<file path="config.mk">
export PLATFORM = sky130hd
export DESIGN_NAME = frac_n_pll_divider_solver_unit
export DESIGN_NICKNAME = d
export VERILOG_FILES = /design/src/sv/fnds_pkg.sv /design/src/sv/fnds_div.sv /design/src/sv/frac_n_pll_divider_solver_unit.sv
export SDC_FILE = /design/constraint.sdc
export NUM_CORES = 2
export LEC_CHECK = 0
export BUFFER_PORTS_ARGS = -buffer_cell sky130_fd_sc_hd__clkbuf_2
export CAP_MARGIN = 20
export CORE_ASPECT_RATIO = 1.75
export CORE_MARGIN = 4
export CORE_UTILIZATION = 59
export DETAILED_ROUTE_END_ITERATION = 12
export PLACE_DENSITY = 0.79
export SLEW_MARGIN = 20
export SYNTH_ARGS = -nofsm -noshare
export SYNTH_HDL_FRONTEND = slang
export SYNTH_SLANG_ARGS = --single-unit
</file>
<file path="constraint.sdc">
create_clock -name clk_i -period 9.4 [get_ports clk_i]
set_input_delay 0.47 -clock clk_i [delete_from_list [all_inputs] [get_ports clk_i]]
set_output_delay 0.47 -clock clk_i [all_outputs]
set_load 0.02 [all_outputs]
</file>
<file path="src/sv/fnds_pkg.sv">
// Package for the fractional-N divider solver: result layout, divider
// request and response types, fixed frequency constants, register indices and power codes.
// No dependencies.
`default_nettype none
package fnds_pkg;

  localparam int unsigned DIV_NW = 57;
  localparam int unsigned DIV_DW = 30;

  localparam logic [32:0] VCO_MIN_HZ = 33'd2200000000;
  localparam logic [32:0] PRESC_SWITCH_HZ = 33'd3000000000;
  localparam logic [27:0] DOUBLER_MAX_REF_HZ = 28'd12500000;
  localparam logic [6:0] MIN_N_PRESC45 = 7'd23;
  localparam logic [6:0] MIN_N_PRESC89 = 7'd75;
  localparam logic [32:0] P5_LOW_HZ = 33'd50000000;
  localparam logic [32:0] P5_HIGH_HZ = 33'd1400000000;
  localparam logic [32:0] P2_LOW_HZ = 33'd1400000000;
  localparam logic [32:0] P2_HIGH_HZ = 33'd2200000000;

  localparam logic [1:0] CFG_REF_FREQ = 2'd0;
  localparam logic [1:0] CFG_PFD_LIMIT = 2'd1;
  localparam logic [1:0] CFG_BAND_LIMIT = 2'd2;

  localparam logic [1:0] PWR_PLUS5 = 2'd0;
  localparam logic [1:0] PWR_PLUS2 = 2'd1;
  localparam logic [1:0] PWR_DEFAULT = 2'd2;

  typedef struct packed {
    logic        error_flag;
    logic [1:0]  power_code;
    logic [32:0] actual_freq_hz;
    logic [7:0]  band_select_div;
    logic        prescaler_sel;
    logic [2:0]  out_div_log2;
    logic [11:0] frac_value;
    logic [15:0] int_div;
    logic        ref_doubler;
    logic        ref_div2;
    logic [9:0]  r_counter;
  } result_t;

  typedef struct packed {
    logic              start;
    logic [DIV_NW-1:0] num;
    logic [DIV_DW-1:0] den;
  } div_req_t;

  typedef struct packed {
    logic              done;
    logic [DIV_NW-1:0] quot;
    logic [DIV_DW-1:0] rem;
  } div_rsp_t;

endpackage
`default_nettype wire

</file>
<file path="src/sv/fnds_div.sv">
// Shared restoring divider, one quotient bit per cycle.
// Depends on fnds_pkg for the request and response types.
`default_nettype none
module fnds_div (
  input  wire logic              clk_i,
  input  wire logic              rst_ni,
  input  fnds_pkg::div_req_t     req_i,
  output fnds_pkg::div_rsp_t     rsp_o
);

  localparam int unsigned NW = fnds_pkg::DIV_NW;
  localparam int unsigned DW = fnds_pkg::DIV_DW;
  localparam int unsigned CW = $clog2(NW);

  logic [NW-1:0] num_q, num_d;
  logic [DW-1:0] rem_q, rem_d;
  logic [DW-1:0] den_q, den_d;
  logic [CW-1:0] cnt_q, cnt_d;
  logic          busy_q, busy_d;
  logic          done_q, done_d;
  logic [DW:0]   trial;
  logic [DW:0]   diff;

  always_comb begin
    trial = {rem_q, num_q[NW-1]};
    diff = trial - {1'b0, den_q};
    num_d = num_q;
    rem_d = rem_q;
    den_d = den_q;
    cnt_d = cnt_q;
    busy_d = busy_q;
    done_d = 1'b0;
    if (req_i.start) begin
      num_d = req_i.num;
      den_d = req_i.den;
      rem_d = '0;
      cnt_d = '0;
      busy_d = 1'b1;
    end else if (busy_q) begin
      if (trial >= {1'b0, den_q}) begin
        rem_d = diff[DW-1:0];
        num_d = {num_q[NW-2:0], 1'b1};
      end else begin
        rem_d = trial[DW-1:0];
        num_d = {num_q[NW-2:0], 1'b0};
      end
      cnt_d = cnt_q + 1'b1;
      if (cnt_q == CW'(NW - 1)) begin
        busy_d = 1'b0;
        done_d = 1'b1;
      end
    end
  end

  always_ff @(posedge clk_i or negedge rst_ni) begin
    if (!rst_ni) begin
      busy_q <= 1'b0;
      done_q <= 1'b0;
      cnt_q <= '0;
    end else begin
      busy_q <= busy_d;
      done_q <= done_d;
      cnt_q <= cnt_d;
    end
  end

  always_ff @(posedge clk_i) begin
    num_q <= num_d;
    rem_q <= rem_d;
    den_q <= den_d;
  end

  assign rsp_o.done = done_q;
  assign rsp_o.quot = num_q;
  assign rsp_o.rem = rem_q;

endmodule
`default_nettype wire

</file>
<file path="src/sv/frac_n_pll_divider_solver_unit.sv">
// Top level of the fractional-N divider solver: configuration registers,
// search sequencer and result register. Depends on fnds_pkg and fnds_div.
//
// Channel  Direction  Handshake                Contents
// s_axis   in         s_axis_tvalid/tready     target frequency in hertz
// m_axis   out        m_axis_tvalid/tready     divider settings and error flag
// cfg      in         cfg_valid_i/cfg_ready_o  register index and value
//
// One transaction doubles the target k times to scale the VCO, runs a setup step, tries
// R values in turn up to R_MAX, runs three divider passes, a multiply step and a fourth
// divider pass, and then loads the result. Reset is asynchronous and active low and
// loads the default register values. The input is taken only while the sequencer is
// idle; a finished result waits in the output register until it is taken.
`default_nettype none
module frac_n_pll_divider_solver_unit #(
  parameter int unsigned R_MAX = 1023,
  parameter int unsigned BAND_DIV_MAX = 255
) (
  input  wire logic        clk_i,
  input  wire logic        rst_ni,
  input  wire logic        s_axis_tvalid,
  output      logic        s_axis_tready,
  input  wire logic [39:0] s_axis_tdata,  // target_freq_hz[32:0], zero pad
  output      logic        m_axis_tvalid,
  input  wire logic        m_axis_tready,
  // r_counter, ref_div2, ref_doubler, int_div, frac_value, out_div_log2,
  // prescaler_sel, band_select_div, actual_freq_hz, power_code, error_flag
  output      logic [87:0] m_axis_tdata,
  input  wire logic        cfg_valid_i,
  output      logic        cfg_ready_o,
  input  wire logic [1:0]  cfg_index_i,
  input  wire logic [27:0] cfg_data_i
);

  typedef enum logic [9:0] {
    ST_IDLE   = 10'b0000000001,
    ST_NORM   = 10'b0000000010,
    ST_PREP   = 10'b0000000100,
    ST_SEARCH = 10'b0000001000,
    ST_DIV_N  = 10'b0000010000,
    ST_DIV_F  = 10'b0000100000,
    ST_DIV_B  = 10'b0001000000,
    ST_MUL    = 10'b0010000000,
    ST_DIV_A  = 10'b0100000000,
    ST_DONE   = 10'b1000000000
  } state_e;

  state_e state_q, state_d;

  logic [27:0] ref_q;
  logic [26:0] pfd_q;
  logic [19:0] bcl_q;

  logic [32:0] vco_q, vco_d;
  logic [2:0]  k_q, k_d;
  logic        presc_q, presc_d;
  logic        dbl_q, dbl_d;
  logic [28:0] refd_q, refd_d;
  logic [35:0] minref_q, minref_d;
  logic [27:0] bclb_q, bclb_d;
  logic [9:0]  r_q, r_d;
  logic [42:0] vcor_q, vcor_d;
  logic [36:0] pfdr_q, pfdr_d;
  logic [29:0] lim_q, lim_d;
  logic [37:0] limb_q, limb_d;
  logic [15:0] n_q, n_d;
  logic [11:0] frac_q, frac_d;
  logic [7:0]  bs_q, bs_d;
  logic [32:0] act_q, act_d;
  logic        err_q, err_d;

  fnds_pkg::result_t res_q, res_d;
  logic              res_vld_q, res_vld_d;

  fnds_pkg::div_req_t div_req;
  fnds_pkg::div_rsp_t div_rsp;

  logic        dbl_c;
  logic [28:0] refd_c;
  logic [6:0]  min_n_c;
  logic        fits;
  logic [27:0] nf;
  logic [21:0] r4095;
  logic [1:0]  pw;

  fnds_div u_div (
    .clk_i  (clk_i),
    .rst_ni (rst_ni),
    .req_i  (div_req),
    .rsp_o  (div_rsp)
  );

  assign s_axis_tready = (state_q == ST_IDLE);
  assign cfg_ready_o = 1'b1;
  assign m_axis_tvalid = res_vld_q;
  assign m_axis_tdata = res_q;

  always_ff @(posedge clk_i or negedge rst_ni) begin
    if (!rst_ni) begin
      ref_q <= 28'd156250000;
      pfd_q <= 27'd31250000;
      bcl_q <= 20'd125000;
    end else if (cfg_valid_i) begin
      case (cfg_index_i)
        fnds_pkg::CFG_REF_FREQ:   ref_q <= cfg_data_i;
        fnds_pkg::CFG_PFD_LIMIT:  pfd_q <= cfg_data_i[26:0];
        fnds_pkg::CFG_BAND_LIMIT: bcl_q <= cfg_data_i[19:0];
        default: ;
      endcase
    end
  end

  always_comb begin
    dbl_c = (ref_q <= fnds_pkg::DOUBLER_MAX_REF_HZ);
    refd_c = dbl_c ? {ref_q, 1'b0} : {1'b0, ref_q};
    min_n_c = (vco_q > fnds_pkg::PRESC_SWITCH_HZ) ? fnds_pkg::MIN_N_PRESC89
                                                   : fnds_pkg::MIN_N_PRESC45;
    fits = ({8'd0, refd_q} <= pfdr_q) && (vcor_q >= {7'd0, minref_q}) &&
           (bcl_q != 20'd0) && ({9'd0, refd_q} <= limb_q);
    nf = ({n_q, 12'd0} - {12'd0, n_q}) + {16'd0, frac_q};
    r4095 = {r_q, 12'd0} - {12'd0, r_q};
    if (act_q >= fnds_pkg::P2_LOW_HZ && act_q <= fnds_pkg::P2_HIGH_HZ) begin
      pw = fnds_pkg::PWR_PLUS2;
    end else if (act_q >= fnds_pkg::P5_LOW_HZ && act_q <= fnds_pkg::P5_HIGH_HZ) begin
      pw = fnds_pkg::PWR_PLUS5;
    end else begin
      pw = fnds_pkg::PWR_DEFAULT;
    end
  end

  always_comb begin
    state_d = state_q;
    vco_d = vco_q;
    k_d = k_q;
    presc_d = presc_q;
    dbl_d = dbl_q;
    refd_d = refd_q;
    minref_d = minref_q;
    bclb_d = bclb_q;
    r_d = r_q;
    vcor_d = vcor_q;
    pfdr_d = pfdr_q;
    lim_d = lim_q;
    limb_d = limb_q;
    n_d = n_q;
    frac_d = frac_q;
    bs_d = bs_q;
    act_d = act_q;
    err_d = err_q;
    res_d = res_q;
    res_vld_d = res_vld_q;
    div_req = '0;
    if (res_vld_q && m_axis_tready) begin
      res_vld_d = 1'b0;
    end
    case (state_q)
      ST_IDLE: begin
        if (s_axis_tvalid) begin
          vco_d = s_axis_tdata[32:0];
          k_d = 3'd0;
          err_d = 1'b0;
          if (s_axis_tdata[32:0] == 33'd0 || ref_q == 28'd0) begin
            err_d = 1'b1;
            state_d = ST_DONE;
          end else begin
            state_d = ST_NORM;
          end
        end
      end
      ST_NORM: begin
        if (vco_q < fnds_pkg::VCO_MIN_HZ && k_q != 3'd7) begin
          vco_d = {vco_q[31:0], 1'b0};
          k_d = k_q + 3'd1;
        end else if (k_q == 3'd7) begin
          err_d = 1'b1;
          state_d = ST_DONE;
        end else begin
          state_d = ST_PREP;
        end
      end
      ST_PREP: begin
        presc_d = (vco_q > fnds_pkg::PRESC_SWITCH_HZ);
        dbl_d = dbl_c;
        refd_d = refd_c;
        minref_d = 36'(min_n_c * refd_c);
        bclb_d = 28'(bcl_q * 8'(BAND_DIV_MAX));
        r_d = 10'd1;
        vcor_d = {10'd0, vco_q};
        pfdr_d = {10'd0, pfd_q};
        lim_d = {10'd0, bcl_q};
        limb_d = 38'(bcl_q * 8'(BAND_DIV_MAX));
        state_d = ST_SEARCH;
      end
      ST_SEARCH: begin
        if (fits) begin
          div_req.start = 1'b1;
          div_req.num = {14'd0, vcor_q};
          div_req.den = {1'b0, refd_q};
          state_d = ST_DIV_N;
        end else if (r_q == 10'(R_MAX)) begin
          err_d = 1'b1;
          state_d = ST_DONE;
        end else begin
          r_d = r_q + 10'd1;
          vcor_d = vcor_q + {10'd0, vco_q};
          pfdr_d = pfdr_q + {10'd0, pfd_q};
          lim_d = lim_q + {10'd0, bcl_q};
          limb_d = limb_q + {10'd0, bclb_q};
        end
      end
      ST_DIV_N: begin
        if (div_rsp.done) begin
          n_d = div_rsp.quot[15:0];
          if (div_rsp.quot[56:16] != '0) begin
            err_d = 1'b1;
            state_d = ST_DONE;
          end else begin
            div_req.start = 1'b1;
            div_req.num = 57'({div_rsp.rem, 12'd0} - {12'd0, div_rsp.rem});
            div_req.den = {1'b0, refd_q};
            state_d = ST_DIV_F;
          end
        end
      end
      ST_DIV_F: begin
        if (div_rsp.done) begin
          frac_d = div_rsp.quot[11:0];
          div_req.start = 1'b1;
          div_req.num = 57'({2'd0, refd_q} + {1'b0, lim_q} - 31'd1);
          div_req.den = lim_q;
          state_d = ST_DIV_B;
        end
      end
      ST_DIV_B: begin
        if (div_rsp.done) begin
          bs_d = div_rsp.quot[7:0];
          state_d = ST_MUL;
        end
      end
      ST_MUL: begin
        state_d = ST_DIV_A;
      end
      ST_DIV_A: begin
        if (div_rsp.done) begin
          act_d = div_rsp.quot[32:0];
          state_d = ST_DONE;
        end
      end
      ST_DONE: begin
        if (!res_vld_q || m_axis_tready) begin
          res_d = '0;
          if (err_q) begin
            res_d.error_flag = 1'b1;
          end else begin
            res_d.r_counter = r_q[0] ? r_q : {1'b0, r_q[9:1]};
            res_d.ref_div2 = ~r_q[0];
            res_d.ref_doubler = dbl_q;
            res_d.int_div = n_q;
            res_d.frac_value = frac_q;
            res_d.out_div_log2 = k_q;
            res_d.prescaler_sel = presc_q;
            res_d.band_select_div = bs_q;
            res_d.actual_freq_hz = act_q;
            res_d.power_code = pw;
            res_d.error_flag = 1'b0;
          end
          res_vld_d = 1'b1;
          state_d = ST_IDLE;
        end
      end
      default: state_d = ST_IDLE;
    endcase
    if (state_q == ST_MUL) begin
      div_req.start = 1'b1;
      div_req.num = 57'(nf * refd_q);
      div_req.den = 30'({8'd0, r4095} << k_q);
    end
  end

  always_ff @(posedge clk_i or negedge rst_ni) begin
    if (!rst_ni) begin
      state_q <= ST_IDLE;
      res_vld_q <= 1'b0;
      err_q <= 1'b0;
    end else begin
      state_q <= state_d;
      res_vld_q <= res_vld_d;
      err_q <= err_d;
    end
  end

  always_ff @(posedge clk_i) begin
    vco_q <= vco_d;
    k_q <= k_d;
    presc_q <= presc_d;
    dbl_q <= dbl_d;
    refd_q <= refd_d;
    minref_q <= minref_d;
    bclb_q <= bclb_d;
    r_q <= r_d;
    vcor_q <= vcor_d;
    pfdr_q <= pfdr_d;
    lim_q <= lim_d;
    limb_q <= limb_d;
    n_q <= n_d;
    frac_q <= frac_d;
    bs_q <= bs_d;
    act_q <= act_d;
    res_q <= res_d;
  end

endmodule
`default_nettype wire
</file>
Word level (Yosys, flattened, before mapping)
Index checks and enable logic that the tools add are counted.

word-level totals
  flip-flop bits (word level) = 658
  bits in latches = 0
  bits in writable memories = 0
  memory bits (read-only) = 0
  input port bits = 75
  output and inout bits = 91
  logic and storage cells = 205
  memories kept = 0

operators by class
  $add $sub $neg = 14
  $mul = 4
  divide/modulo/power cells = 0
  order comparisons = 11
  eq/ne operators = 30
  shifts and indexed selects = 1
  mux-type cells = 70
  bitwise operators = 1
  reduce and logical (&&, ||, !) cells = 33

operators by type and width
  cell                                                count
  two-way mux 88 bit                                  5
  one-hot mux 88 bit (3 select lines)                 1
  two-way mux 10 bit                                  14
  two-way mux 57 bit                                  2
  one-hot mux 10 bit (10 select lines)                1
  two-way mux 30 bit                                  3
  two-way mux 43 bit                                  2
  one-hot mux 43 bit (2 select lines)                 1
  two-way mux 38 bit                                  2
  one-hot mux 38 bit (2 select lines)                 1
  two-way mux 37 bit                                  2
  one-hot mux 37 bit (2 select lines)                 1
  two-way mux 33 bit                                  2
  one-hot mux 33 bit (2 select lines)                 1
  one-hot mux 30 bit (2 select lines)                 1
  multiplier 28 x 29 -> 57 bit                        1
  multiplier 20 x 8 -> 28 bit, second input constant  2
  adder 43 x 33 -> 43 bit                             1
  greater-or-equal comparator 43 x 36 -> 1 bit        1
  subtractor 42 x 30 -> 43 bit                        1
  nonzero test 41 bit                                 1
  adder 38 x 28 -> 38 bit                             1
  <= comparator 29 x 38 -> 1 bit                      1
  adder 37 x 27 -> 37 bit                             1
  62 further kinds                                    115

Logic depth before layout (Yosys ltp)
  depth after elaboration = 8
  gate-level depth with buffers = 42
  gate-level depth less buffers = 40

Cells and area by module
From an unflattened synthesis, not the netlist that was laid out.

unflattened totals
  cell total of the unflattened synthesis = 8,191
  area, all modules = 76,349.5 µm²

modules (own cells, without submodules)
  module                          instances  cells each  area each (µm²)  sequential area each (µm²)
  frac_n_pll_divider_solver_unit  1          7,600       69,529.2         15,579.9
  fnds_div                        1          591         6,820.3          3,413.3

Worst setup path before layout
No wires, ideal clock.

  kind = reg-to-reg
  start = register frac_q[0]
  end = register u_div.num_q[48] (data pin)
  library setup time = 0.267 ns
  arrival time = 9.002 ns
  required time = 9.133 ns
  path slack = 0.131 ns
  stages on the path, launching flop included = 39
  buffers on the path = 2
  period minus slack after synthesis = 9.269 ns
  cell sequence = edfxtp_1 inv_1 ha_1 inv_1 fa_1 a21o_1 a21oi_1 o21ai_0 a21oi_1 o21ai_0 a21oi_1 o21bai_1 a211oi_1 xnor2_1 clkbuf_1 nor2_1 fa_1 inv_1 [... 3 more ...] fa_1 fa_1 fa_1 inv_1 fa_1 inv_1 ha_1 clkbuf_1 a21o_1 a21oi_1 o21ai_0 a221oi_1 o211ai_1 a31oi_1 o21ai_0 a311oi_1 xor2_1 o21ai_0

on the way
  longest elaborated chain between the ends = 4

ends and longest elaborated chain
  what                          RTL line                               RTL
  start: declaration            frac_n_pll_divider_solver_unit.sv:67   logic [11:0] frac_q, frac_d;
  start signal: assignment      frac_n_pll_divider_solver_unit.sv:306  frac_q <= frac_d;
  adder 28 x 12 -> 28 bit       frac_n_pll_divider_solver_unit.sv:120  nf = ({n_q, 12'd0} - {12'd0, n_q}) + {16'd0, frac_q};
  multiplier 28 x 29 -> 57 bit  frac_n_pll_divider_solver_unit.sv:275  div_req.num = 57'(nf * refd_q);
  two-way mux 88 bit            frac_n_pll_divider_solver_unit.sv:273  if (state_q == ST_MUL) begin
  two-way mux 57 bit            fnds_div.sv:33                         if (req_i.start) begin
  net u_div.num_d[48]           fnds_div.sv:15                         logic [NW-1:0] num_q, num_d;
  end signal: assignment        fnds_div.sv:68                         num_q <= num_d;
  end: declaration              fnds_div.sv:15

The timed path passes the listed nets, and every way through them passes these cells.
A chain may end at the register's enable or synchronous reset.

Worst setup path in the final report
Ends and elaborated chain as after synthesis.

==> metrics.txt <==
mapped cell area approximately 76000 um^2; root buffer cell clkbuf_16; Syn-to-layout area delta 12.8%; final setup violation count 0; estimated wirelength of the detail-placed design about 210 mm; Final min period just over 9 ns; Chip Width ~280 um; Seq/Total Area, Yosys 0.251; Post-synth EDFFs approximately 530; Num CTS Buffers 67; DR vias/cell just over 6; Worst Slack Setup Final 0.108 ns; TNS Setup 0 ns; initial antenna violation count 12; highest clock rate 108 MHz; Synth Instances 8127; Rows around 170; Initial DRC Count around 5300; worst hold stages 2; CP Launch Type flop; fraction of layout cells with a size suffix above 1 0.136; Initial Util 0.595; first-pass GRT wire length between 300 and 400 mm; most frequent cell after synthesis inv_1; Fin. Hold Viols 0; clock buffer depth 3; CP arrival roughly 9.7 ns; wire per inst around 26 um; H-tree depth 3; CTS tree built; CP most frequent cell fa_1; GRT Total Usage 0.389; top area cells in the synthesized netlist fa_1 (23%), edfxtp_1 (21%), ha_1 (11%), inv_1 (6.9%), nand2_1 (4.7%); Routed Antenna Nets 0; R2R cell count 38; slowest CP cell fa_1; Core ar. about 130000 um^2; io pins 166; routability cong. ~1.1; Max-cap violations 0; hold slack around 0.082 ns; DP Worst Slack -0.637 ns; multi-input logic area 51700 um^2; die area between 100000 and 150000 um^2; dominant cell type by area after synthesis fa_1; clk sinks around 660; Layout Utilization 0.671; Synth cell types approximately 100; clock skew 0.0518 ns; Post-route DRC 0; status finished, final reports clean; clock-pin slew on the worst setup and hold paths around 0.07 ns; final wirelength between 200 and 300 mm; #FFs+latches synth ~660; Layout Nets about 10000; Slew @ Worst Pin around 1.2 ns; Synth async-reset ratio 0.145; CP peak stage delay around 0.59 ns; Synth Flop Type edfxtp_1; DR vias between 60000 and 70000; Syn Area/Cell 9.32 um^2; critical path peak fanout 8; pin count of the biggest net entering global routing 195; fillers around 10000; area share of the largest cell type after synthesis 0.231; synth warn 0; Slew Limit Fails 0; DRT Pass-1 Iters 6; clock insertion delay at the later pin of the skew report ~0.7 ns; fin crit share 0.988; Critical Path End Type flop; Worst EP required 9.79 ns; gr ovfl total 0; IO Port Bufs around 160; min-delay worst type primary input to flop; vias in the first global route roughly 66000; slew margin rel. 0.174; RSZ-0062 raised after global routing true; Die Y around 480 um; Crit Path Category flop to flop; FF/Latch Area around 19000 um^2; top cells by count, synth inv_1 (1389), nand2_1 (947), fa_1 (875)
## through the flow
stage,instance area [um^2],cells
after floorplan,75800,8159
after global placement,81200,10100
after detailed placement,81200,10100
after CTS,84000,10200
after global routing,85400,10300
final,85400,10300
## kinds of logic (layout without fill, tap and decap cells)
family          after synthesis  count (layout)  share of synthesized area
compound gates             1363            1363                      0.116
buf+inv                    1738            2167                     0.0868
fa+ha+maj                  1556            1556                      0.344
mux                         175             175                     0.0252
other cells                   2              41                  0.0000992
flops                       657             657                      0.251
simple gates               2278            2278                      0.136
xor+xnor                    358             360                     0.0414
## worst max-delay path, delay by kind of cell, from the launching register on
family,cells,cell delay [ns]
AOI/OAI and AO/OA,14,2.34
buffers and inverters,9,1.03
xor gates and xnor gates,2,0.42
DFF,1,0.39
adders and majority gates,10,4.36
and+or+nand+nor,3,0.46
## flip-flops by register name, indices dropped and copies added (netlist names), 12 cells and up
signal,count
u_div.den_q,30
vcor_q,43
n_q,16
lim_q,30
frac_q,12
pfd_q,27
bcl_q,20
refd_q,29
bclb_q,28
vco_q,33
pfdr_q,37
limb_q,38
u_div.num_q,57
u_div.rem_q,30
ref_q,28
minref_q,35
act_q,33
m_axis_tdata,88
## cell type report
cell class	instances	share of cell area
tap	1662	0.0244
timing repair buffer	643	0.0594
clock inverter	37	0.00463
multi-input combinational	5766	0.605
antenna	7	0.000205
clock buffer	85	0.0219
sequential	657	0.222
inverter	1402	0.0617
## metal layers
layer | part of all wire | track usage | routed length [um]
met5 | 0.000072 | 0 | 19
met4 | 0.13 | 0.376 | 33600
met3 | 0.075 | 0.0668 | 19900
met2 | 0.49 | 0.666 | 128000
met1 | 0.31 | 0.396 | 82400
## repair_timing
item,CTS,global route
pin swaps,53,211
buffers inserted,16,34
setup endpoints to repair,34,38
cloned,2,5
resized for setup,83,216
hold buffers,1,0
hold endpoints to repair,38,0
## cell usage in the layout (no fill, tap or decap), types with 62 or more instances in the layout
cell type     n
nand2_1     929
nand3_1     107
clkbuf_2    156
o21ai_0     292
dfrtp_1      62
buf_4       416
a21o_1      158
ha_1        657
mux2_2      122
fa_1        847
nor2b_1     102
edfxtp_1    532
clkbuf_16    74
and2_1      107
a21oi_1     358
xnor2_1     204
inv_1      1368
nor2_1      581
a211oi_1     70
nor3_1       83
xor2_1      130
## final timing paths
check / startpoint / endpoint / slack [ns]
setup reg to reg: frac_q[0] / u_div.num_q[48] / 0.11
hold / removal: s_axis_tdata[0] / vco_q[0] / 0.08
setup / recovery: frac_q[0] / u_div.num_q[48] / 0.11
max in group asynchronous: rst_ni / pfd_q[5] / 7.83
hold reg to reg: u_div.num_q[19] / act_q[19] / 0.48
min in group asynchronous: rst_ni / state_q[1] / 0.33
Power is left out: the tool's default activity adds up to more than one toggle a clock period on the data nets, which glitch-free logic cannot reach.
